===== src/sv/score_table_accumulate_prune_defines.svh =====
// Assertion macros shared by the score table RTL.
// Each macro expects clk and arst_n in scope of the module that uses it.
`ifndef SCORE_TABLE_ACCUMULATE_PRUNE_DEFINES_SVH
`define SCORE_TABLE_ACCUMULATE_PRUNE_DEFINES_SVH

// Condition that must hold at every clock edge out of reset.
`define STAP_ASSERT(label, cond) \
	label: assert property (@(posedge clk) disable iff (!arst_n) (cond)) \
		else $error("score table check failed");

// Same-cycle implication.
`define STAP_ASSERT_IMP(label, ante, cons) \
	label: assert property (@(posedge clk) disable iff (!arst_n) (ante) |-> (cons)) \
		else $error("score table check failed");

// Next-cycle implication.
`define STAP_ASSERT_NXT(label, ante, cons) \
	label: assert property (@(posedge clk) disable iff (!arst_n) (ante) |=> (cons)) \
		else $error("score table check failed");

`endif


===== src/sv/stap_pkg.sv =====
// Types and constants of the score table block.
// No dependencies; imported by stap_merge, the top level and the testbench.
`default_nettype none

package stap_pkg;

	localparam int unsigned TABLE_DEPTH = 256;
	localparam logic [7:0]  SCORE_MAX   = 8'd255;
	localparam logic [4:0]  MAX_RESULTS = 5'd16;

	typedef enum logic [1:0] {
		CMD_ACC   = 2'd0,
		CMD_DRAIN = 2'd1,
		CMD_CLEAR = 2'd2,
		CMD_NONE  = 2'd3
	} cmd_t;

	typedef struct packed {
		logic [1:0] cmd;
		logic [7:0] code;
		logic [7:0] prob;
	} stap_in_t;

	typedef struct packed {
		logic [7:0] out_code;
		logic [7:0] out_prob;
		logic       last;
		logic       empty_res;
	} stap_out_t;

endpackage

`default_nettype wire


===== src/sv/stap_ram.sv =====
// Generic single-port-write, single-port-read RAM with registered read data.
// No dependencies.
`default_nettype none

module stap_ram #(
	parameter int unsigned WIDTH = 8,
	parameter int unsigned DEPTH = 256
) (
	input  wire logic                     clk,
	input  wire logic                     we,
	input  wire logic [$clog2(DEPTH)-1:0] waddr,
	input  wire logic [WIDTH-1:0]         wdata,
	input  wire logic                     re,
	input  wire logic [$clog2(DEPTH)-1:0] raddr,
	output logic      [WIDTH-1:0]         rdata
);

	logic [WIDTH-1:0] mem [DEPTH];

	always_ff @(posedge clk) begin
		if (we) begin
			mem[waddr] <= wdata;
		end
	end

	// Hold the last read word while no read is issued.
	always_ff @(posedge clk) begin
		if (re) begin
			rdata <= mem[raddr];
		end
	end

endmodule

`default_nettype wire


===== src/sv/stap_merge.sv =====
// Score merge unit: new = old + prob - floor(old*prob/255), clamped to 255.
// Depends on stap_pkg for the score ceiling.
`default_nettype none

module stap_merge (
	input  wire logic [7:0] old_score,
	input  wire logic [7:0] prob,
	output logic      [7:0] new_score
);
	import stap_pkg::*;

	logic [15:0] prod;
	logic [16:0] fold;
	logic [7:0]  quot;
	logic [9:0]  sum;

	always_comb begin
		prod = 16'(old_score) * 16'(prob);
		// Divide by 255 through the reciprocal: (x + (x >> 8) + 1) >> 8.
		fold = 17'(prod) + 17'(prod[15:8]) + 17'd1;
		quot = fold[15:8];
		sum  = 10'(old_score) + 10'(prob) - 10'(quot);
		if (sum > 10'(SCORE_MAX)) begin
			new_score = SCORE_MAX;
		end else begin
			new_score = sum[7:0];
		end
	end

endmodule

`default_nettype wire


===== src/sv/score_table_accumulate_prune.sv =====
// Score table top level: table RAM, accumulate path, prune/drain sequencer.
// Depends on stap_pkg, stap_ram, stap_merge and the assertion macro header.
//
//   channel   dir  handshake                 payload
//   item      in   item_valid / item_ready   stap_in_t  (cmd, code, prob)
//   res       out  res_valid / res_ready     stap_out_t (out_code, out_prob, last, empty_res)
//   cfg       in   cfg_we                    cfg_wdata (max_out)
//
// Accumulates and clears are taken while idle; accumulates stream back to back
// through the RAM read port and a one-entry write forward.
// A drain runs a scan pass over the RAM read port, one more pass per prune round,
// then a listing that reads and checks each entry visited.
// Reset clears the table at once through per-entry valid flops; no clearing pass.
// A stalled result holds the listing in place; item_ready is low during a drain.
`default_nettype none
`include "score_table_accumulate_prune_defines.svh"

module score_table_accumulate_prune #(
	parameter int unsigned MAX_VERSIONS = 16
) (
	input  wire logic               clk,
	input  wire logic               arst_n,
	input  wire logic               item_valid,
	output logic                    item_ready,
	input  wire stap_pkg::stap_in_t item,
	output logic                    res_valid,
	input  wire logic               res_ready,
	output stap_pkg::stap_out_t     res,
	input  wire logic               cfg_we,
	input  wire logic [4:0]         cfg_wdata
);
	import stap_pkg::*;

	typedef enum logic [6:0] {
		ST_IDLE     = 7'b0000001,
		ST_SCAN     = 7'b0000010,
		ST_TAIL     = 7'b0000100,
		ST_DECIDE   = 7'b0001000,
		ST_LIST_RD  = 7'b0010000,
		ST_LIST_CHK = 7'b0100000,
		ST_EMPTY    = 7'b1000000
	} state_t;

	state_t state_q;

	logic [TABLE_DEPTH-1:0] valid_q;
	logic [4:0]  max_out_q;
	logic [4:0]  cap;

	// accumulate pipeline
	logic        acc_accept;
	logic        acc_v_s1;
	logic [7:0]  code_s1;
	logic [7:0]  prob_s1;
	logic        fwd_v_q;
	logic [7:0]  fwd_addr_q;
	logic [7:0]  fwd_data_q;
	logic [7:0]  acc_old;
	logic [7:0]  acc_new;

	// scan and listing
	logic [7:0]  idx_q;
	logic        scan_v_s1;
	logic [7:0]  scan_idx_s1;
	logic [7:0]  scan_d;
	logic [8:0]  count_q;
	logic [7:0]  low_q;
	logic [7:0]  kill_q;
	logic [4:0]  n_q;
	logic [4:0]  emit_q;
	logic [7:0]  list_d;
	logic        list_last;
	logic        res_free;
	logic        load_list;
	logic        load_empty;

	// RAM ports
	logic        ram_re;
	logic [7:0]  ram_raddr;
	logic [7:0]  ram_rdata;

	logic        res_valid_q;
	stap_out_t   res_q;

	assign item_ready = (state_q == ST_IDLE);
	assign acc_accept = item_valid && item_ready && (item.cmd == CMD_ACC);
	assign res_valid  = res_valid_q;
	assign res        = res_q;
	assign res_free   = !res_valid_q || res_ready;

	assign ram_re    = acc_accept || (state_q == ST_SCAN) || (state_q == ST_LIST_RD);
	assign ram_raddr = (state_q == ST_IDLE) ? item.code : idx_q;

	stap_ram #(
		.WIDTH(8),
		.DEPTH(TABLE_DEPTH)
	) u_table (
		.clk  (clk),
		.we   (acc_v_s1),
		.waddr(code_s1),
		.wdata(acc_new),
		.re   (ram_re),
		.raddr(ram_raddr),
		.rdata(ram_rdata)
	);

	stap_merge u_merge (
		.old_score(acc_old),
		.prob     (prob_s1),
		.new_score(acc_new)
	);

	always_comb begin
		// Forward the write of the previous beat; the RAM returns old data then.
		if (fwd_v_q && (fwd_addr_q == code_s1)) begin
			acc_old = fwd_data_q;
		end else if (valid_q[code_s1]) begin
			acc_old = ram_rdata;
		end else begin
			acc_old = 8'd0;
		end

		scan_d = valid_q[scan_idx_s1] ? ram_rdata : 8'd0;
		list_d = valid_q[idx_q] ? ram_rdata : 8'd0;

		if (max_out_q == 5'd0) begin
			cap = 5'd1;
		end else if (max_out_q > MAX_RESULTS) begin
			cap = MAX_RESULTS;
		end else begin
			cap = max_out_q;
		end

		list_last  = (emit_q == (n_q - 5'd1));
		load_list  = (state_q == ST_LIST_CHK) && (list_d != 8'd0) && res_free;
		load_empty = (state_q == ST_EMPTY) && res_free;
	end

	always_ff @(posedge clk or negedge arst_n) begin
		if (!arst_n) begin
			state_q     <= ST_IDLE;
			valid_q     <= '0;
			max_out_q   <= MAX_RESULTS;
			acc_v_s1    <= 1'b0;
			fwd_v_q     <= 1'b0;
			scan_v_s1   <= 1'b0;
			scan_idx_s1 <= 8'd0;
			idx_q       <= 8'd0;
			count_q     <= 9'd0;
			low_q       <= SCORE_MAX;
			kill_q      <= 8'd0;
			n_q         <= 5'd0;
			emit_q      <= 5'd0;
			res_valid_q <= 1'b0;
		end else begin
			acc_v_s1  <= acc_accept;
			fwd_v_q   <= acc_v_s1;
			scan_v_s1 <= 1'b0;

			if (cfg_we) begin
				max_out_q <= cfg_wdata;
			end
			if (res_valid_q && res_ready) begin
				res_valid_q <= 1'b0;
			end
			if (acc_v_s1) begin
				valid_q[code_s1] <= 1'b1;
			end

			// Drop entries at the killed score, count and track the rest.
			if (scan_v_s1 && (scan_d != 8'd0)) begin
				if (scan_d == kill_q) begin
					valid_q[scan_idx_s1] <= 1'b0;
				end else begin
					count_q <= count_q + 9'd1;
					if (scan_d < low_q) begin
						low_q <= scan_d;
					end
				end
			end

			case (state_q)
				ST_IDLE: begin
					if (item_valid) begin
						case (item.cmd)
							CMD_DRAIN: begin
								idx_q   <= 8'd0;
								count_q <= 9'd0;
								low_q   <= SCORE_MAX;
								kill_q  <= 8'd0;
								state_q <= ST_SCAN;
							end
							CMD_CLEAR: begin
								valid_q <= '0;
							end
							default: begin
							end
						endcase
					end
				end
				ST_SCAN: begin
					scan_v_s1   <= 1'b1;
					scan_idx_s1 <= idx_q;
					idx_q       <= idx_q + 8'd1;
					if (idx_q == 8'hFF) begin
						state_q <= ST_TAIL;
					end
				end
				ST_TAIL: begin
					state_q <= ST_DECIDE;
				end
				ST_DECIDE: begin
					if (count_q > 9'(MAX_VERSIONS)) begin
						kill_q  <= low_q;
						count_q <= 9'd0;
						low_q   <= SCORE_MAX;
						idx_q   <= 8'd0;
						state_q <= ST_SCAN;
					end else if (count_q == 9'd0) begin
						state_q <= ST_EMPTY;
					end else begin
						n_q     <= (count_q < 9'(cap)) ? count_q[4:0] : cap;
						emit_q  <= 5'd0;
						idx_q   <= 8'd0;
						state_q <= ST_LIST_RD;
					end
				end
				ST_LIST_RD: begin
					state_q <= ST_LIST_CHK;
				end
				ST_LIST_CHK: begin
					if (list_d == 8'd0) begin
						idx_q   <= idx_q + 8'd1;
						state_q <= (idx_q == 8'hFF) ? ST_IDLE : ST_LIST_RD;
					end else if (res_free) begin
						res_valid_q <= 1'b1;
						emit_q      <= emit_q + 5'd1;
						if (list_last || (idx_q == 8'hFF)) begin
							state_q <= ST_IDLE;
						end else begin
							idx_q   <= idx_q + 8'd1;
							state_q <= ST_LIST_RD;
						end
					end
				end
				ST_EMPTY: begin
					if (res_free) begin
						res_valid_q <= 1'b1;
						state_q     <= ST_IDLE;
					end
				end
				default: begin
					state_q <= ST_IDLE;
				end
			endcase
		end
	end

	// payload registers
	always_ff @(posedge clk) begin
		if (acc_accept) begin
			code_s1 <= item.code;
			prob_s1 <= item.prob;
		end
		if (acc_v_s1) begin
			fwd_addr_q <= code_s1;
			fwd_data_q <= acc_new;
		end
		if (load_list) begin
			res_q.out_code  <= idx_q;
			res_q.out_prob  <= list_d;
			res_q.last      <= list_last;
			res_q.empty_res <= 1'b0;
		end else if (load_empty) begin
			res_q.out_code  <= 8'd0;
			res_q.out_prob  <= 8'd0;
			res_q.last      <= 1'b0;
			res_q.empty_res <= 1'b1;
		end
	end

	`STAP_ASSERT_IMP(a_acc_only_idle, acc_v_s1, state_q == ST_IDLE)
	`STAP_ASSERT_IMP(a_emit_bound, state_q == ST_LIST_CHK, emit_q < n_q)
	`STAP_ASSERT_NXT(a_prune_rescan, (state_q == ST_DECIDE) && (count_q > 9'(MAX_VERSIONS)),
		(state_q == ST_SCAN) && (idx_q == 8'd0))
	`STAP_ASSERT_NXT(a_scan_wrap, (state_q == ST_SCAN) && (idx_q == 8'hFF), state_q == ST_TAIL)
	`STAP_ASSERT_IMP(a_empty_clean, res_valid_q && res_q.empty_res,
		!res_q.last && (res_q.out_code == 8'd0) && (res_q.out_prob == 8'd0))

endmodule

`default_nettype wire


===== config.mk =====
export PLATFORM = sky130hd
export DESIGN_NAME = score_table_accumulate_prune
export DESIGN_NICKNAME = d
export VERILOG_FILES = /design/src/sv/stap_pkg.sv /design/src/sv/stap_ram.sv /design/src/sv/stap_merge.sv /design/src/sv/score_table_accumulate_prune.sv
export VERILOG_INCLUDE_DIRS = /design/src /design/src/sv
export SDC_FILE = /design/constraint.sdc
export NUM_CORES = 2
export LEC_CHECK = 0
export BUFFER_PORTS_ARGS = -buffer_cell sky130_fd_sc_hd__buf_2
export CAP_MARGIN = 5
export CORE_ASPECT_RATIO = 1.4
export CORE_UTILIZATION = 40
export DETAILED_ROUTE_END_ITERATION = 7
export GPL_TIMING_DRIVEN = 0
export SKIP_LAST_GASP = 1
export SYNTH_ARGS = -nofsm -noshare
export SYNTH_HDL_FRONTEND = slang
export SYNTH_HIERARCHICAL = 1
export SYNTH_SLANG_ARGS = --single-unit

===== constraint.sdc =====
create_clock -name clk -period 21.4 [get_ports clk]
set_input_delay 0 -clock clk [delete_from_list [all_inputs] [get_ports clk]]
set_output_delay 0 -clock clk [all_outputs]
set_load 0.01 [all_outputs]

==> results.yml <==
routing:
  route.detailed.drc: 26
  wl_per_cell_um: 36.3
  vias_per_cell: 6.37
  ant_nets: 0
  routed_wl_um: 377000
  drtPass1Iterations: 8
  vias: 66200
  drt-initial-drc-count: 9599
floorplanning:
  fp.coreArea_mm2: 0.264
  die_w_um: 437
  die_h_um: 611
  initial_utilization: 0.402
  ioPinCount: 48
  dieArea_mm2: 0.267
  rows: 223
global_route:
  grt_pass1_vias: 65700
  grt_max_degree: 116
  use_met1: 0.314
  grt_overflow: 0
  antenna_found_initial: 14
  track_usage: 0.278
  grt_pass1_wl_um: 517000
  busiest_layer: "met2"
  gr-usage-met3: 0.0606
  use_met2: 0.465
yosys:
  yosys.area.top_type: "edfxtp_1"
  synthesis.area_mm2: 0.106
  netlist_instances: 6307
  synth_edf_count: 2105
  synthArstFlopShare: 0.133
  yosys_register_bits: 2429
  synth_cell_types: 109
  yosys-top-cells-area: "edfxtp_1 60%, mux4_2 14%, dfrtp_1 7.4%"
  ys_dominant_reg_cell: "edfxtp_1"
  synth.yosys.seq_area_share: 0.673
  yosys.area.top_type_share: 0.596
  synth.most_common_cell: "edfxtp_1"
  syn_nets: 6446
  synth_common_cells: "2105 x edfxtp_1, 663 x mux4_2, 641 x nor2_1, 313 x dfrtp_1, 303 x o21ai_0"
  yosys_warnings: 6
  avgSynthCellArea_um2: 16.8
cells_and_area:
  nNetsFinal: 6865
  final_area_mm2: 0.120
  syn2layout_area_growth_pct: 13.6
  final.fill_count: 22700
  multi_input_area_mm2: 0.0322
  regArea_mm2: 0.0713
  final_layout_size_suffix_gt1_frac: 0.207
clock_network:
  cts_root_buffer: "clkbuf_16"
  postCtsSetupRepairBufs: 0
  clk_path_buf_depth: 4
  path_clk_slew_ps: 70
  clk_latency_ps: 920
  holdBufCountCts: 57
  cts_num_sinks: 2429
  numCtsBuffers: 226
  cts_tree: "done"
  h-tree-depth: 4
  ctsResizeCount: 0
timing:
  fmax_mhz: 60.3
  slew_viol_final: 19
  setup_viol: 0
  relSlewSlack: -0.0896
  post-route-period-util: 0.775
  rsz0062_at_grt: "false"
  clock_skew_ps: 103
  tightest_slew_ps: 1620
  min_period_ps: 16580
  finalHoldViolCount: 0
setup_path:
  crit_top_cell: "fa_1"
  start_kind: "flip-flop"
  critPathMaxFanout: 38
  cp.arrival_ps: 17190
  cp_slowest_stage_delay_ps: 990
  endpoint_kind: "flip-flop"
  crit_type: "flip-flop to flip-flop"
  crit_path_top_delay_cell: "nor4_1"
  crit_required_ps: 22020
placement:
  place_hpwl_um: 268000
  port_buffers: 47
  place_area_mm2: 0.112
  gp_congestion: 1.03
power:
  p_total_w: 0.0121
  powerDensity_mw_per_mm2: 101
  ir_drop_v: 0.0000680
  power_leakage_nw: 39.0
hold_path:
  min_path_type: "input pin to flip-flop"
outcome:
  outcome: "finished with violations"
  violations: "DRC, capacitance limit, slew limit"
flow_run:
  drv_cap: 7
worst max-delay path: cells and delay by family (launching register included):
kind                     cells  cell delay, ps
AO/OA/AOI/OAI               14            3990
XOR/XNOR                     1             170
adder cells (fa/ha/maj)      9            3540
buffers and inverters       12            3820
flip-flops                   1             570
multiplexers                 3            1430
AND/OR/NAND/NOR             10            2680
cells by family (layout without fill, tap and decap cells):
family / Yosys count / count (layout) / share of synthesized area
fa+ha+maj: 111 / 111 / 0.0162
other cells: 0 / 7 / 0
flops: 2429 / 2429 / 0.673
compound gates: 1081 / 1081 / 0.0662
buf+inv: 539 / 1128 / 0.0259
mux: 891 / 891 / 0.163
simple gates: 1211 / 1211 / 0.0525
xor+xnor: 45 / 45 / 0.00386
routing by layer:
metal / up-vias / wire (um)
met3: 1242 / 36400
li1: 26200 / -
met4: 4 / 32900
met5: - / 27
met2: 4299 / 184000
met1: 34500 / 124000
layout make-up:
cell class / instances / share of cell area
Buffer: 456 / 0.0205
Clock buffer: 274 / 0.0493
Tap cell: 3487 / 0.0362
Timing Repair Buffer: 191 / 0.0206
Antenna cell: 7 / 0.000145
Sequential cell: 2429 / 0.592
Inverter: 83 / 0.00259
Clock inverter: 124 / 0.0116
Multi-Input combinational cell: 3339 / 0.267
cells in the final DEF, fill, tap and decap left out, drive strengths merged, types with 17 or more instances in the layout:
| cell | netlist | routed |
|---|---|---|
| buf | 201 | 333 |
| nand2b | 22 | 22 |
| nand4 | 33 | 33 |
| nor4 | 36 | 36 |
| a31oi | 268 | 268 |
| bufinv | 0 | 29 |
| edfxtp | 2105 | 2105 |
| ha | 67 | 67 |
| xor2 | 28 | 28 |
| inv | 82 | 89 |
| o21ai | 308 | 308 |
| fa | 44 | 44 |
| a211oi | 25 | 25 |
| xnor2 | 17 | 17 |
| a22o | 26 | 26 |
| nor2b | 55 | 55 |
| mux2i | 203 | 203 |
| o22ai | 37 | 37 |
| clkinv | 1 | 80 |
| o221ai | 48 | 48 |
| nor2 | 642 | 642 |
| dfrtp | 313 | 313 |
| a22oi | 146 | 146 |
| and2 | 77 | 77 |
| dlygate4sd3 | 0 | 56 |
| nor3 | 48 | 48 |
| mux2 | 23 | 23 |
| a21oi | 119 | 119 |
| nand2 | 141 | 141 |
| nand3 | 94 | 94 |
| mux4 | 665 | 665 |
| clkbuf | 255 | 532 |
per-stage QoR:
step	hold slack [ps]	worst slack, ps	util	instances	TNS [ps]
5_1_grt	115	4180	0.457	10400	0
6_report	99.2	4820	0.457	10400	0
2_1_floorplan	-296	-964	-	6307	-990870
3_3_place_gp	181	-19670	0.420	9841	-
3_5_place_dp	103	5040	0.426	9921	0
4_1_cts	36.6	5020	0.457	10400	0
sequential cells by signal (all words and copies together), names as in the netlist:
name / flops
u_table/mem: 2048
valid_q: 256
res: 18
count_q: 9
code_s1: 8
fwd_addr_q: 8
fwd_data_q: 8
idx_q: 8
kill_q: 8
low_q: 8
prob_s1: 8
scan_idx_s1: 8
u_table/rdata: 8
state_q: 7
emit_q: 5
max_out_q: 5
n_q: 5
acc_v_s1: 1
fwd_v_q: 1
res_valid: 1
scan_v_s1: 1
power by group:
part | switching [W] | total, W | internal (W)
sequential | 0.0000455 | 0.00531 | 0.00526
combinational | 0.00179 | 0.00272 | 0.000925
clock | 0.00180 | 0.00412 | 0.00232
total | 0.00364 | 0.0121 | 0.00850
path summary, 6_finish.rpt:
check / start / end / depth (start not counted) / slack, ps
hold / removal: res_ready / state_q[5] / 4 / 100
hold reg to reg: res[0] / res[0] / 2 / 480
setup / recovery: code_s1[1] / u_table/mem[121][0] / 49 / 4820
max in group asynchronous: arst_n / valid_q[82] / 5 / 19850
min in group asynchronous: arst_n / low_q[0] / 3 / 270
setup reg to reg: code_s1[1] / u_table/mem[121][0] / 49 / 4820
(Power assumes the default switching activity.)
